$ cat src/hdl/kpi_pkg.sv
package kpi_pkg;

  localparam int MAX_KEYS  = 64;
  localparam int IDX_W     = $clog2(MAX_KEYS);
  localparam int FRAC_BITS = 16;
  localparam int DATA_W    = 32;
  localparam int COORDS    = 3;
  localparam int VAL_W     = COORDS * DATA_W;
  localparam int COUNT_W   = 7;
  localparam int KEY_IDX_W = 6;
  localparam int FACTOR_W  = FRAC_BITS + 1;
  localparam int DIFF_W    = DATA_W + 1;
  localparam int PROD_W    = FACTOR_W + 1 + DIFF_W;
  localparam int DCNT_W    = $clog2(FRAC_BITS);
  localparam int COORD_W   = $clog2(COORDS);

  localparam logic OP_WRITE = 1'b0;
  localparam logic OP_QUERY = 1'b1;

  localparam logic [FACTOR_W-1:0] FACTOR_ONE = FACTOR_W'(1) << FRAC_BITS;

  typedef enum logic [3:0] {
    ST_IDLE,
    ST_SCAN_RD,
    ST_SCAN_CMP,
    ST_LOAD_A,
    ST_LOAD_B,
    ST_LOAD_C,
    ST_PREP,
    ST_CLASSIFY,
    ST_DIVIDE,
    ST_MUL,
    ST_ADD,
    ST_DONE
  } state_t;

  typedef enum logic [1:0] {
    RD_SCAN,
    RD_SEG,
    RD_SEG_NEXT
  } rd_sel_t;

  typedef struct packed {
    logic    key_write;
    logic    load_query;
    logic    scan_adv;
    logic    seg_hit;
    logic    seg_miss;
    rd_sel_t rd_sel;
    logic    cap_a;
    logic    cap_b;
    logic    prep;
    logic    classify;
    logic    div_step;
    logic    mul;
    logic    add;
    logic    out_load;
  } cmd_t;

  typedef struct packed {
    logic single;
    logic key_hit;
    logic scan_last;
    logic needs_div;
    logic div_done;
    logic coord_last;
    logic out_free;
  } status_t;

endpackage

$ cat src/hdl/kpi_ctrl.sv
module kpi_ctrl (
  input  logic             clk,
  input  logic             rst,
  input  logic             req_valid,
  input  logic             req_op,
  input  kpi_pkg::status_t status,
  output logic             req_ready,
  output kpi_pkg::cmd_t    cmd
);
  import kpi_pkg::*;

  state_t state;
  state_t state_next;

  always_ff @(posedge clk) begin
    if (rst) begin
      state <= ST_IDLE;
    end else begin
      state <= state_next;
    end
  end

  always_comb begin
    state_next = state;
    cmd        = '0;
    cmd.rd_sel = RD_SEG;
    req_ready  = 1'b0;
    case (state)
      ST_IDLE: begin
        req_ready = 1'b1;
        if (req_valid) begin
          if (req_op == OP_WRITE) begin
            cmd.key_write = 1'b1;
          end else begin
            cmd.load_query = 1'b1;
            state_next     = status.single ? ST_LOAD_A : ST_SCAN_RD;
          end
        end
      end
      ST_SCAN_RD: begin
        cmd.rd_sel = RD_SCAN;
        state_next = ST_SCAN_CMP;
      end
      ST_SCAN_CMP: begin
        if (status.key_hit) begin
          cmd.seg_hit = 1'b1;
          state_next  = ST_LOAD_A;
        end else if (status.scan_last) begin
          cmd.seg_miss = 1'b1;
          state_next   = ST_LOAD_A;
        end else begin
          cmd.scan_adv = 1'b1;
          state_next   = ST_SCAN_RD;
        end
      end
      ST_LOAD_A: begin
        cmd.rd_sel = RD_SEG;
        state_next = ST_LOAD_B;
      end
      ST_LOAD_B: begin
        cmd.rd_sel = RD_SEG_NEXT;
        cmd.cap_a  = 1'b1;
        state_next = ST_LOAD_C;
      end
      ST_LOAD_C: begin
        cmd.cap_b  = 1'b1;
        state_next = ST_PREP;
      end
      ST_PREP: begin
        cmd.prep   = 1'b1;
        state_next = ST_CLASSIFY;
      end
      ST_CLASSIFY: begin
        cmd.classify = 1'b1;
        state_next   = status.needs_div ? ST_DIVIDE : ST_MUL;
      end
      ST_DIVIDE: begin
        cmd.div_step = 1'b1;
        if (status.div_done) begin
          state_next = ST_MUL;
        end
      end
      ST_MUL: begin
        cmd.mul    = 1'b1;
        state_next = ST_ADD;
      end
      ST_ADD: begin
        cmd.add    = 1'b1;
        state_next = status.coord_last ? ST_DONE : ST_MUL;
      end
      ST_DONE: begin
        if (status.out_free) begin
          cmd.out_load = 1'b1;
          state_next   = ST_IDLE;
        end
      end
      default: begin
        state_next = ST_IDLE;
      end
    endcase
  end

endmodule

$ cat config.mk
export PLATFORM = sky130hd
export DESIGN_NAME = kpi_ctrl
export DESIGN_NICKNAME = d
export VERILOG_FILES = /design/src/hdl/kpi_pkg.sv /design/src/hdl/kpi_ctrl.sv
export SDC_FILE = /design/constraint.sdc
export NUM_CORES = 1
export LEC_CHECK = 0
export BUFFER_PORTS_ARGS = -buffer_cell sky130_fd_sc_hd__buf_2
export CORE_MARGIN = 2
export CORE_UTILIZATION = 25
export CTS_CLUSTER_SIZE = 12
export DETAILED_ROUTE_END_ITERATION = 16
export HOLD_SLACK_MARGIN = 0.06
export PLACE_DENSITY = 0.56
export SLEW_MARGIN = 20
export SYNTH_ARGS = -nofsm -noshare
export SYNTH_HDL_FRONTEND = slang
export SYNTH_SLANG_ARGS = --single-unit
$ cat constraint.sdc
create_clock -name clk -period 3.3 [get_ports clk]
set_input_delay 0.165 -clock clk [delete_from_list [all_inputs] [get_ports clk]]
set_output_delay 0.165 -clock clk [all_outputs]
set_load 0.03 [all_outputs]
======== After elaboration in Yosys (flattened, before gate mapping) ========
Index checks and enable logic that the tools add are counted.
operators by class
  equal/unequal tests ..................... 15
  multiplexer cells ....................... 31
  reduce and logical (&&, ||, !) cells .... 2
operators by type and width
  kind                                            count
  one-hot mux 4 bit (12 select lines)             1
  2-to-1 mux 4 bit                                5
  2-to-1 mux 1 bit                                18
  == test 4 x 3 -> 1 bit (second input constant)  4
  == test 4 bit (second input constant)           4
  2-to-1 mux 2 bit                                5
  == test 4 x 2 -> 1 bit (second input constant)  2
  inequality test 2 bit (second input constant)   4
  == test 4 x 1 -> 1 bit (second input constant)  1
  zero test 4 bit                                 1
  one-hot mux 2 bit (2 select lines)              1
  AND reduction 4 bit                             1
  2-to-1 mux 3 bit                                1
word-level totals
  flip-flop bits (word level) ............. 4
  output and inout bits ................... 16

======== Longest topological paths before layout ========
Gate-level depths: netlist of the first run.
  depth after elaboration ................. 4
  mapped depth ............................ 6

======== Worst setup path after synthesis of the first run ========
OpenSTA, ideal clock, no wires.
  path kind ............................... reg2out
  start point ............................. reg state[1]
  end point ............................... out cmd[14] (netlist name)
  arrival time ............................ 1.719 ns
  setup slack ............................. 1.416 ns
  stages on the path, launching flop included .. 5
  buffers on the path ..................... 1
  path through ............................ dfxtp_1 > buf_6 > nor4_2 > nand2_1 > nor2_1
RTL lines
  item                    RTL line        text
  from (decl)             kpi_ctrl.sv:12  state_t state;
  from (signal assigned)  kpi_ctrl.sv:19  state <= state_next;
  to (decl)               kpi_ctrl.sv:8   output kpi_pkg::cmd_t cmd

==> results of run 1 <==
[report_power, final]
group	switching [W]	internal [W]	total [W]
sequential	0.0000297	0.0000568	0.0000865
clock	0.0000201	0.0000407	0.0000608
combinational	0.0000912	0.0000530	0.000144
total	0.000141	0.000150	0.000291
[kinds of logic (layout without fill, tap and decap cells)]
| family | Yosys count | in the layout |
|---|---|---|
| xor gates and xnor gates | 1 | 1 |
| and+or+nand+nor | 38 | 38 |
| DFF | 4 | 4 |
| AOI/OAI and AO/OA | 10 | 10 |
| buffers and inverters | 7 | 31 |
[layout make-up]
class	instances	area share, %
Multi-Input combinational cell	49	51.51
Timing Repair Buffer	26	24.13
Sequential cell	4	14.85
Clock buffer	3	4.176
Tap cell	16	3.712
Inverter	2	1.624
[path summary, 6_finish.rpt]
kind                                            start                    end  slack [ns]
worst max register to register  state[0]$_SDFFE_PP0P_  state[1]$_SDFFE_PP0P_        1.81
worst max-delay path            state[1]$_SDFFE_PP0P_                cmd[10]        1.48
worst min-delay path                              rst  state[3]$_SDFFE_PP0P_        0.14
worst min register to register  state[2]$_SDFFE_PP0P_  state[3]$_SDFFE_PP0P_        0.68
[synthesized netlist by cell type (all sizes together), types with 2 or more instances]
master  count
nand2       7
nor2b       2
nor2        7
and3        4
buf         4
a21oi       2
dfxtp       4
nor4        3
o21ai       5
nor3        2
nand3       5
[per-stage QoR]
| stage | cells | hold slack (ns) | power, W | setup slack [ns] | utilization, % |
|---|---|---|---|---|---|
| final | 100 | 0.1446 | 0.0002913 | 1.485 | 35.80 |
| after global routing | 100 | 0.1508 | 0.0003197 | 1.329 | 35.80 |
| after CTS | 100 | 0.1424 | 0.0002943 | 1.482 | 35.80 |
| after detailed placement | 97 | 0.3905 | 0.0002313 | 1.730 | 34.30 |
| after global placement | 97 | 0.3910 | 0.0002308 | 1.779 | 34.30 |
| after floorplan | 60 | 0.2341 | 0.0002032 | 1.416 | - |
[layer usage]
layer  wire (um)  share of wire (%)
met1         540                 50
met2         483                 45
met3          56                5.2
met4           0                  0
met5           0                  0
[critical path, stage by stage, from the launching register on]
cell and delay, ns:
dfxtp_1 0.61, nor2b_1 0.27, nand2_1 0.12, nor3b_1 0.19, buf_2 0.22
==> impl_metrics.json, run 1 <==
{
  "drv_slew": 0,
  "grt-ovfl-total": 0,
  "cts_resized": 0,
  "tns_ns": 0,
  "antenna_found_initial": 0,
  "p_leak_nw": 0.2849,
  "reg_top3": "state (4)",
  "regMostFlops": "state",
  "n_antenna_cell": 0,
  "cp_max_fo": 17,
  "start_util_pct": 26.74,
  "die-area_um2": 1949,
  "first_global_vias": 410,
  "clock-sinks": 4,
  "dp_hpwl_um": 796.8,
  "root_buffer": "clkbuf_4",
  "area_growth_pct": 33.85,
  "yosys.area_share.simple_pct": 51.86,
  "netlist_instances": 60,
  "grt_util_met3_pct": 6.122,
  "final_net_count": 97,
  "multiInputGateArea_um2": 277.8,
  "cellPowerDensity_nw_per_um2": 540.3,
  "nFillCells": 162,
  "grt_max_degree": 18,
  "synth_top_area_share_pct": 19.88,
  "seq_area_frac_synth_pct": 19.88,
  "synth-compound-area-share_pct": 14.91,
  "worstMarginPinSlew_ns": 0.5040,
  "pin_count": 27,
  "synth_adder_area_share_pct": 0,
  "final_area_um2": 539.3,
  "synthFlopType": "dfxtp_1",
  "drt-total-wl_um": 1081,
  "yosysUniqueCellTypes": 29,
  "drive_gt1_share_pct": 36.90,
  "holdBufCountCts": 0,
  "cp.required_ns": 3.13,
  "die_x_um": 44.15,
  "synth_top_family_by_area": "simple AND/OR/NAND/NOR gates",
  "clockBufferDepth": 2,
  "largest_reg_flops": 4,
  "timing.final.crit_share_pct": 55.01,
  "placed_area_um2": 516.7,
  "drc_errors": 0,
  "crit_path_end_kind": "output port",
  "gp_congestion": 0.7466,
  "layout_common_cells": "buf_2 (26), nor2_1 (7), nand2_1 (7)",
  "rows": 14,
  "clock.fmax_mhz": 550.9,
  "gr-usage-met2_pct": 17.06,
  "avgViaCountPerCell": 5.020,
  "grt_first_pass_wirelength_um": 1738,
  "relSlewSlack_pct": 66.36,
  "wl_per_cell_um": 10.81,
  "drt_first_pass_iters": 4,
  "cts_max_level": 1,
  "clk_latency_ns": 0.23,
  "yosysWarningCount": 0,
  "critPathKind": "reg2out",
  "critPathLaunchType": "flip-flop",
  "layout_min_cycle_time_ns": 1.815,
  "final_common_cell": "buf_2",
  "hold_depth": 2,
  "synth_edf_count": 0,
  "grt_use_met1_pct": 16.26,
  "synthMuxAreaShare_pct": 0,
  "final_antenna_net_count": 0,
  "synth_area_um2": 402.9,
  "cts_tree": "built",
  "track_usage_pct": 12.17,
  "numCtsBuffers": 3,
  "num_vias": 502,
  "postSynth.asyncResetShare_pct": 0,
  "coreArea_um2": 1506,
  "gr-max-usage-layer": "met2",
  "synth_xor_area_share_pct": 2.174,
  "yosysTopAreaCell": "dfxtp_1",
  "drt_iter0_markers": 4,
  "rsz0062_at_grt": "no",
  "clock_skew_ns": 0.001535,
  "worstPathArrival_ns": 1.65,
  "synth-seq-cells": 4,
  "rr_worst_depth": 5,
  "setup_viol": 0,
  "final_hold_viol_count": 0,
  "hp-class": "in2reg",
  "synthTopCellsByArea": "dfxtp_1 (20%), nand2_1 (6.5%), nor2_1 (6.5%)",
  "post-cts-setup-buffer-count": 0,
  "ir_drop_mv": 0.2634,
  "drv_cap": 0,
  "cts.reportedPaths.clkPinSlew_ns": 0.04,
  "status": "finished clean",
  "die_h_um": 44.15,
  "syn_area_per_cell_um2": 6.715,
  "regArea_um2": 80.08,
  "syn-num-nets": 71,
  "port_buffers": 26
}
No activity file was read; power rests on OpenSTA's default activity.
==> inputs of run 2 (changes only) <==
--- a/config.mk
+++ b/config.mk
@@ -5,13 +5,14 @@
 export SDC_FILE = /design/constraint.sdc
 export NUM_CORES = 1
 export LEC_CHECK = 0
+export ABC_AREA = 1
 export BUFFER_PORTS_ARGS = -buffer_cell sky130_fd_sc_hd__buf_2
 export CORE_MARGIN = 2
 export CORE_UTILIZATION = 25
 export CTS_CLUSTER_SIZE = 12
 export DETAILED_ROUTE_END_ITERATION = 16
 export HOLD_SLACK_MARGIN = 0.06
-export PLACE_DENSITY = 0.56
+export PLACE_DENSITY = 0.57
 export SLEW_MARGIN = 20
 export SYNTH_ARGS = -nofsm -noshare
 export SYNTH_HDL_FRONTEND = slang
==> constraint.sdc (replaced) <==
create_clock -name clk -period 1.65 [get_ports clk]
set_input_delay 0.0825 -clock clk [delete_from_list [all_inputs] [get_ports clk]]
set_output_delay 0.0825 -clock clk [all_outputs]
set_load 0.03 [all_outputs]
==> run 2 against run 1 <==
Routed wire length is 2.5% lower. Largest power group unchanged. Via count stayed put. Critical path type unchanged. Critical path depth is 1 higher. Count of clock-buffer cells in the layout stayed put.
==> impl_metrics.json, run 2 <==
{
  "hold_start": "status[3]",
  "final_common_cell": "buf_2",
  "grt_max_degree": 9,
  "relSlewSlack_pct": 79.16,
  "pin_count": 27,
  "fin_cells": 118,
  "numCtsBuffers": 3,
  "drv_slew": 0,
  "gp_congestion": 0.7698,
  "synth_common_cells": "inv_1 (14), nand2_1 (13), nor2_1 (12)",
  "area_growth_pct": 41.39,
  "cp.required_ns": 1.57,
  "drive_gt1_share_pct": 44.12,
  "syn-num-nets": 84,
  "yosysWarningCount": 0,
  "fin_ws_ns": 0.1562,
  "clock_skew_ns": 0.0008026,
  "hold_depth": 4,
  "die_x_um": 44.70,
  "drt_iter0_markers": 6,
  "critPathKind": "reg2out",
  "ir_drop_mv": 0.4741,
  "dp_hpwl_um": 869.2,
  "timing.final.crit_share_pct": 90.53,
  "grt-ovfl-total": 0,
  "critPathMaxStageDelay_ns": 0.42,
  "synth.most_common_cell": "inv_1",
  "synth_area_um2": 414.1,
  "antenna_found_initial": 0,
  "synthFlopType": "dfxtp_1",
  "cts_max_level": 1,
  "worstPathArrival_ns": 1.41,
  "worstHoldEndpoint": "state[0]$_SDFFE_PP0P_",
  "clk_latency_ns": 0.23,
  "cp_max_fo": 5,
  "reg_top3": "state (4)",
  "status": "finished clean",
  "rr_worst_depth": 7,
  "grt_first_pass_wirelength_um": 1683,
  "r2r_end": "state[3]$_SDFFE_PP0P_",
  "r2r-start": "state[0]$_SDFFE_PP0P_",
  "critPathSlowestCell": "dfxtp_1",
  "die_h_um": 44.70,
  "n_antenna_cell": 0,
  "cts.reportedPaths.clkPinSlew_ns": 0.04,
  "final_antenna_net_count": 0,
  "clock.fmax_mhz": 669.5,
  "critPathLaunchType": "flip-flop",
  "final_net_count": 115,
  "rsz0062_at_grt": "no",
  "synth_edf_count": 0,
  "yosysUniqueCellTypes": 18,
  "coreArea_um2": 1524,
  "cts_tree": "built",
  "synthTopCellsByArea": "dfxtp_1 (19%), inv_1 (13%), nand2_1 (12%)",
  "path_buf_inv": 3,
  "drt-total-wl_um": 1054,
  "port_buffers": 26,
  "worstMarginPinSlew_ns": 0.3122,
  "synth-seq-cells": 4,
  "layout_common_cells": "buf_2 (26), inv_1 (14), nand2_1 (13)",
  "synth_top_area_share_pct": 19.34,
  "first_global_vias": 457,
  "hp-class": "in2reg",
  "layout_min_cycle_time_ns": 1.494,
  "avgViaCountPerCell": 4.254,
  "start_util_pct": 27.18,
  "crit_path_end_kind": "output port",
  "nFillCells": 169,
  "wl_per_cell_um": 8.932,
  "cp_top_family": "buffers and inverters",
  "seq_area_frac_synth_pct": 19.34,
  "netlist_instances": 73,
  "tns_ns": 0,
  "post-cts-setup-buffer-count": 0,
  "drt_first_pass_iters": 4,
  "crit_path_cell_trace": "inv_2 -> nor2_2 -> inv_1 -> nor3_1 -> buf_2",
  "fin_util_pct": 38.42,
  "cellPowerDensity_nw_per_um2": 760.2,
  "rows": 14,
  "setup_viol": 0,
  "p_leak_nw": 0.3576,
  "final_hold_viol_count": 0,
  "drc_errors": 0,
  "postSynth.asyncResetShare_pct": 0,
  "yosysTopAreaCell": "dfxtp_1",
  "dp_slack_ns": 0.4150,
  "dp.cells": 114,
  "track_usage_pct": 11.19,
  "die-area_um2": 1998,
  "num_vias": 502,
  "drv_cap": 0,
  "regToRegSetupSlack_ns": 0.41,
  "largest_reg_flops": 4,
  "root_buffer": "clkbuf_4",
  "clock-sinks": 4,
  "syn_area_per_cell_um2": 5.673,
  "clockBufferDepth": 2,
  "regMostFlops": "state"
}
## run 2: changes by cell type after synthesis, sizes merged, moves of 2 or more
cell and change:
nor2 +11, and3 -4, nor4 -3, buf -3, a21oi +2, nor2b -2, inv +16, o21ai -3
nand2 +9
## run 2: through the flow
stage	total power [W]	hold WS [ns]	area, um2
2_1_floorplan	0.0002798	0.1449	414.1
5_1_grt	0.0004791	0.1764	585.6
3_3_place_gp	0.0003245	0.2975	553.0
6_report	0.0004451	0.1611	585.6
3_5_place_dp	0.0003254	0.2979	553.0
4_1_cts	0.0004489	0.1573	585.6
## run 2: report_power, final
part	internal [W]	total [W]	leakage (nW)	switching, W
sequential	0.000106	0.000123	0.0326	0.0000168
clock	0.0000813	0.000120	0.0138	0.0000388
combinational	0.0000673	0.000202	0.311	0.000135
## run 2: worst min-delay path, cell delays in order
cell     delay (ns)
buf_2          0.09
o22ai_2        0.06
nand2_1        0.06
a21oi_1        0.05
## run 2: worst max path at each step
stage                               start  endpoint  cells after the start
finish              state[3]$_SDFFE_PP0P_    cmd[0]                      5
CTS                 state[3]$_SDFFE_PP0P_    cmd[0]                      5
detailed placement  state[3]$_SDFFE_PP0P_    cmd[0]                      5
global route        state[3]$_SDFFE_PP0P_    cmd[0]                      5
floorplan           state[2]$_SDFFE_PP0P_    cmd[8]                      5
global placement    state[3]$_SDFFE_PP0P_    cmd[1]                      5
## run 2: kinds of logic (layout without fill, tap and decap cells)
logic type	after synthesis	after routing	share of synthesized area, %
compound gates	9	9	15.41
simple gates	42	42	47.13
flops	4	4	19.34
buf+inv	18	47	18.13
## run 2: cell type report
class | instances | area [um2] | share of cell area, %
Timing Repair Buffer | 27 | 140.1 | 23.93
Tap cell | 16 | 20.02 | 3.419
Inverter | 17 | 63.81 | 10.90
Sequential cell | 4 | 80.08 | 13.68
Multi-Input combinational cell | 51 | 259.0 | 44.23
Clock buffer | 3 | 22.52 | 3.846
## run 2: routing by layer
metal	track usage, %	vias up	wire (um)
met5	0	-	0
met2	17.10	19	455
li1	-	280	-
met3	2.800	0	66
met1	14.60	203	532
met4	5.455	0	0
## run 2: repair_timing
action | in CTS | in global routing
resized for setup | 0 | 0
hold buffers | 1 | 0
endpoints found under the hold margin | 1 | 0
==> inputs of run 3 (changes only) <==
--- a/config.mk
+++ b/config.mk
@@ -7,12 +7,15 @@
 export LEC_CHECK = 0
 export ABC_AREA = 1
 export BUFFER_PORTS_ARGS = -buffer_cell sky130_fd_sc_hd__buf_2
+export CELL_PAD_IN_SITES_DETAIL_PLACEMENT = 0
+export CELL_PAD_IN_SITES_GLOBAL_PLACEMENT = 1
 export CORE_MARGIN = 2
-export CORE_UTILIZATION = 25
+export CORE_UTILIZATION = 22
 export CTS_CLUSTER_SIZE = 12
 export DETAILED_ROUTE_END_ITERATION = 16
 export HOLD_SLACK_MARGIN = 0.06
-export PLACE_DENSITY = 0.57
+export PLACE_DENSITY = 0.75
+export RECOVER_POWER = 100
 export SLEW_MARGIN = 20
 export SYNTH_ARGS = -nofsm -noshare
 export SYNTH_HDL_FRONTEND = slang
==> run 3 against run 2 <==
Clock power grew 4%. Die area grew 12%. Largest cell class unchanged. Highest routed layer is now met4. Sequential power is essentially flat. Critical endpoint is now cmd[4]. Power grew 0.73%. Design area shrank 1.5%. Hold slack gained 0.0014 ns. Utilization shrank 5.4 points.
==> impl_metrics.json, run 3 (same netlist as run 2, synthesis figures left out) <==
{
  "largest_reg_flops": 4,
  "drc_errors": 0,
  "drt_first_pass_iters": 4,
  "reg_top3": "state (4)",
  "power_switching_w": 0.0001959,
  "clk_latency_ns": 0.24,
  "rows": 15,
  "wl_per_cell_um": 8.614,
  "pin_count": 27,
  "die-area_um2": 2245,
  "die_h_um": 47.39,
  "final_antenna_net_count": 0,
  "cp_max_fo": 8,
  "n_antenna_cell": 0,
  "grt_max_degree": 9,
  "numCtsBuffers": 3,
  "power_w": 0.0004484,
  "grt-ovfl-total": 0,
  "cellPowerDensity_nw_per_um2": 777.4,
  "critPathKind": "reg2out",
  "critPathMaxStageDelay_ns": 0.50,
  "status": "finished clean",
  "start_util_pct": 23.73,
  "drv_cap": 0,
  "p_clk_share_pct": 28.0,
  "clock.fmax_mhz": 687.0,
  "first_global_vias": 392,
  "rsz0062_at_grt": "no",
  "crit_path_cell_trace": "nand2_1 -> inv_1 -> nand2_1 -> inv_1 -> clkbuf_2",
  "coreArea_um2": 1745,
  "hp-class": "in2reg",
  "cp.required_ns": 1.57,
  "clockBufferDepth": 2,
  "area_growth_pct": 39.27,
  "crit_path_end_kind": "output port",
  "port_buffers": 26,
  "internal_power_w": 0.0002525,
  "track_usage_pct": 9.977,
  "seq_power_share_pct": 27.4,
  "timing.final.crit_share_pct": 88.22,
  "clock-sinks": 4,
  "critPathSlowestCell": "dfxtp_1",
  "drive_gt1_share_pct": 32.35,
  "fin_cells": 127,
  "die_x_um": 47.39,
  "num_vias": 513,
  "drt_iter0_markers": 6,
  "dp_hpwl_um": 911.7,
  "final_net_count": 115,
  "cp_top_family": "flip-flops",
  "critPathLaunchType": "flip-flop",
  "clock_skew_ns": 0.008317,
  "layout_common_cells": "nand2_1 (15), inv_1 (15), nor2_1 (12)",
  "p_leak_nw": 0.3210,
  "cts_max_level": 1,
  "tns_ns": 0,
  "regMostFlops": "state",
  "p_comb_share_pct": 44.6,
  "setup_viol": 0,
  "worstPathArrival_ns": 1.37,
  "root_buffer": "clkbuf_4",
  "avgViaCountPerCell": 4.039,
  "swShare_pct": 43.69,
  "grt_first_pass_wirelength_um": 1538,
  "worstMarginPinSlew_ns": 0.3732,
  "antenna_found_initial": 0,
  "dp.cells": 123,
  "ir_drop_mv": 0.2400,
  "drt-total-wl_um": 1094,
  "relSlewSlack_pct": 75.23,
  "gp_congestion": 0.8104,
  "drv_slew": 0,
  "cts.reportedPaths.clkPinSlew_ns": 0.03,
  "final_hold_viol_count": 0,
  "path_buf_inv": 3,
  "cts_tree": "built",
  "layout_min_cycle_time_ns": 1.456
}
==> run 3: cell count changes in the layout (fill, tap and decap cells not counted), moves of 2 or more <==
cell      delta
buf_2       -15
clkbuf_1     +8
clkbuf_2     +7
nand2_1      +2
nand2_2      -2
==> run 3: path summary, 6_finish.rpt <==
path / from / endpoint / slack [ns] / cells after the start
max: state[0]$_SDFFE_PP0P_ / cmd[4] / 0.19 / 5
min: status[3] / state[0]$_SDFFE_PP0P_ / 0.16 / 4
max reg2reg: state[0]$_SDFFE_PP0P_ / state[3]$_SDFFE_PP0P_ / 0.25 / 7
min reg2reg: state[2]$_SDFFE_PP0P_ / state[2]$_SDFFE_PP0P_ / 0.57 / 1
==> run 3: power by group through the flow <==
stage / Clock, W / Combinational (W) / Sequential, W
after CTS: 0.000128 / 0.000205 / 0.000125
after detailed placement: 0 / 0.000202 / 0.000126
after global placement: 0 / 0.000202 / 0.000126
after floorplan: 0 / 0.000165 / 0.000115
after global routing: 0.000138 / 0.000223 / 0.000125
final: 0.000125 / 0.000200 / 0.000123
==> run 3: tightest hold or removal path, stage by stage <==
cell and delay (ns):
buf_2 0.08, o22ai_2 0.07, nand2_1 0.06, a21oi_1 0.05
==> run 3: area by class of cell <==
| type | count | area [um2] |
|---|---|---|
| fillers | 210 | 1169 |
| multi-input cells | 51 | 249.0 |
| repair buffers | 27 | 130.1 |
| flip-flops and latches | 4 | 80.08 |
| inverters | 17 | 63.81 |
| well taps | 25 | 31.28 |
| clock buffers | 3 | 22.52 |
==> run 3: what timing repair did <==
action | 4_1_cts | 5_1_grt
buffers inserted | 0 | 0
hold buffers | 1 | 0
setup endpoints to repair | 0 | 0
resized for setup | 0 | 0
endpoints found under the hold margin | 3 | 0
==> run 3: stage by stage <==
stage          hold WS [ns]  utilization [%]  setup WS [ns]  cell area (um2)
2_1_floorplan        0.1449                -         0.2061            414.1
3_3_place_gp         0.2927            32.33         0.3817            564.3
3_5_place_dp         0.2908            32.33         0.3912            564.3
4_1_cts              0.1581            34.19         0.1974            596.8
5_1_grt              0.1783            33.05        0.03388            576.8
6_report             0.1625            33.05         0.1945            576.8
==> run 3: per-layer routing <==
layer	vias to the layer above	track usage (%)	share of wire, %
met1	208	13.09	47
met2	20	14.32	42
met3	2	1.154	8.9
met5	-	0	0
li1	283	-	-
met4	0	8.333	2.1
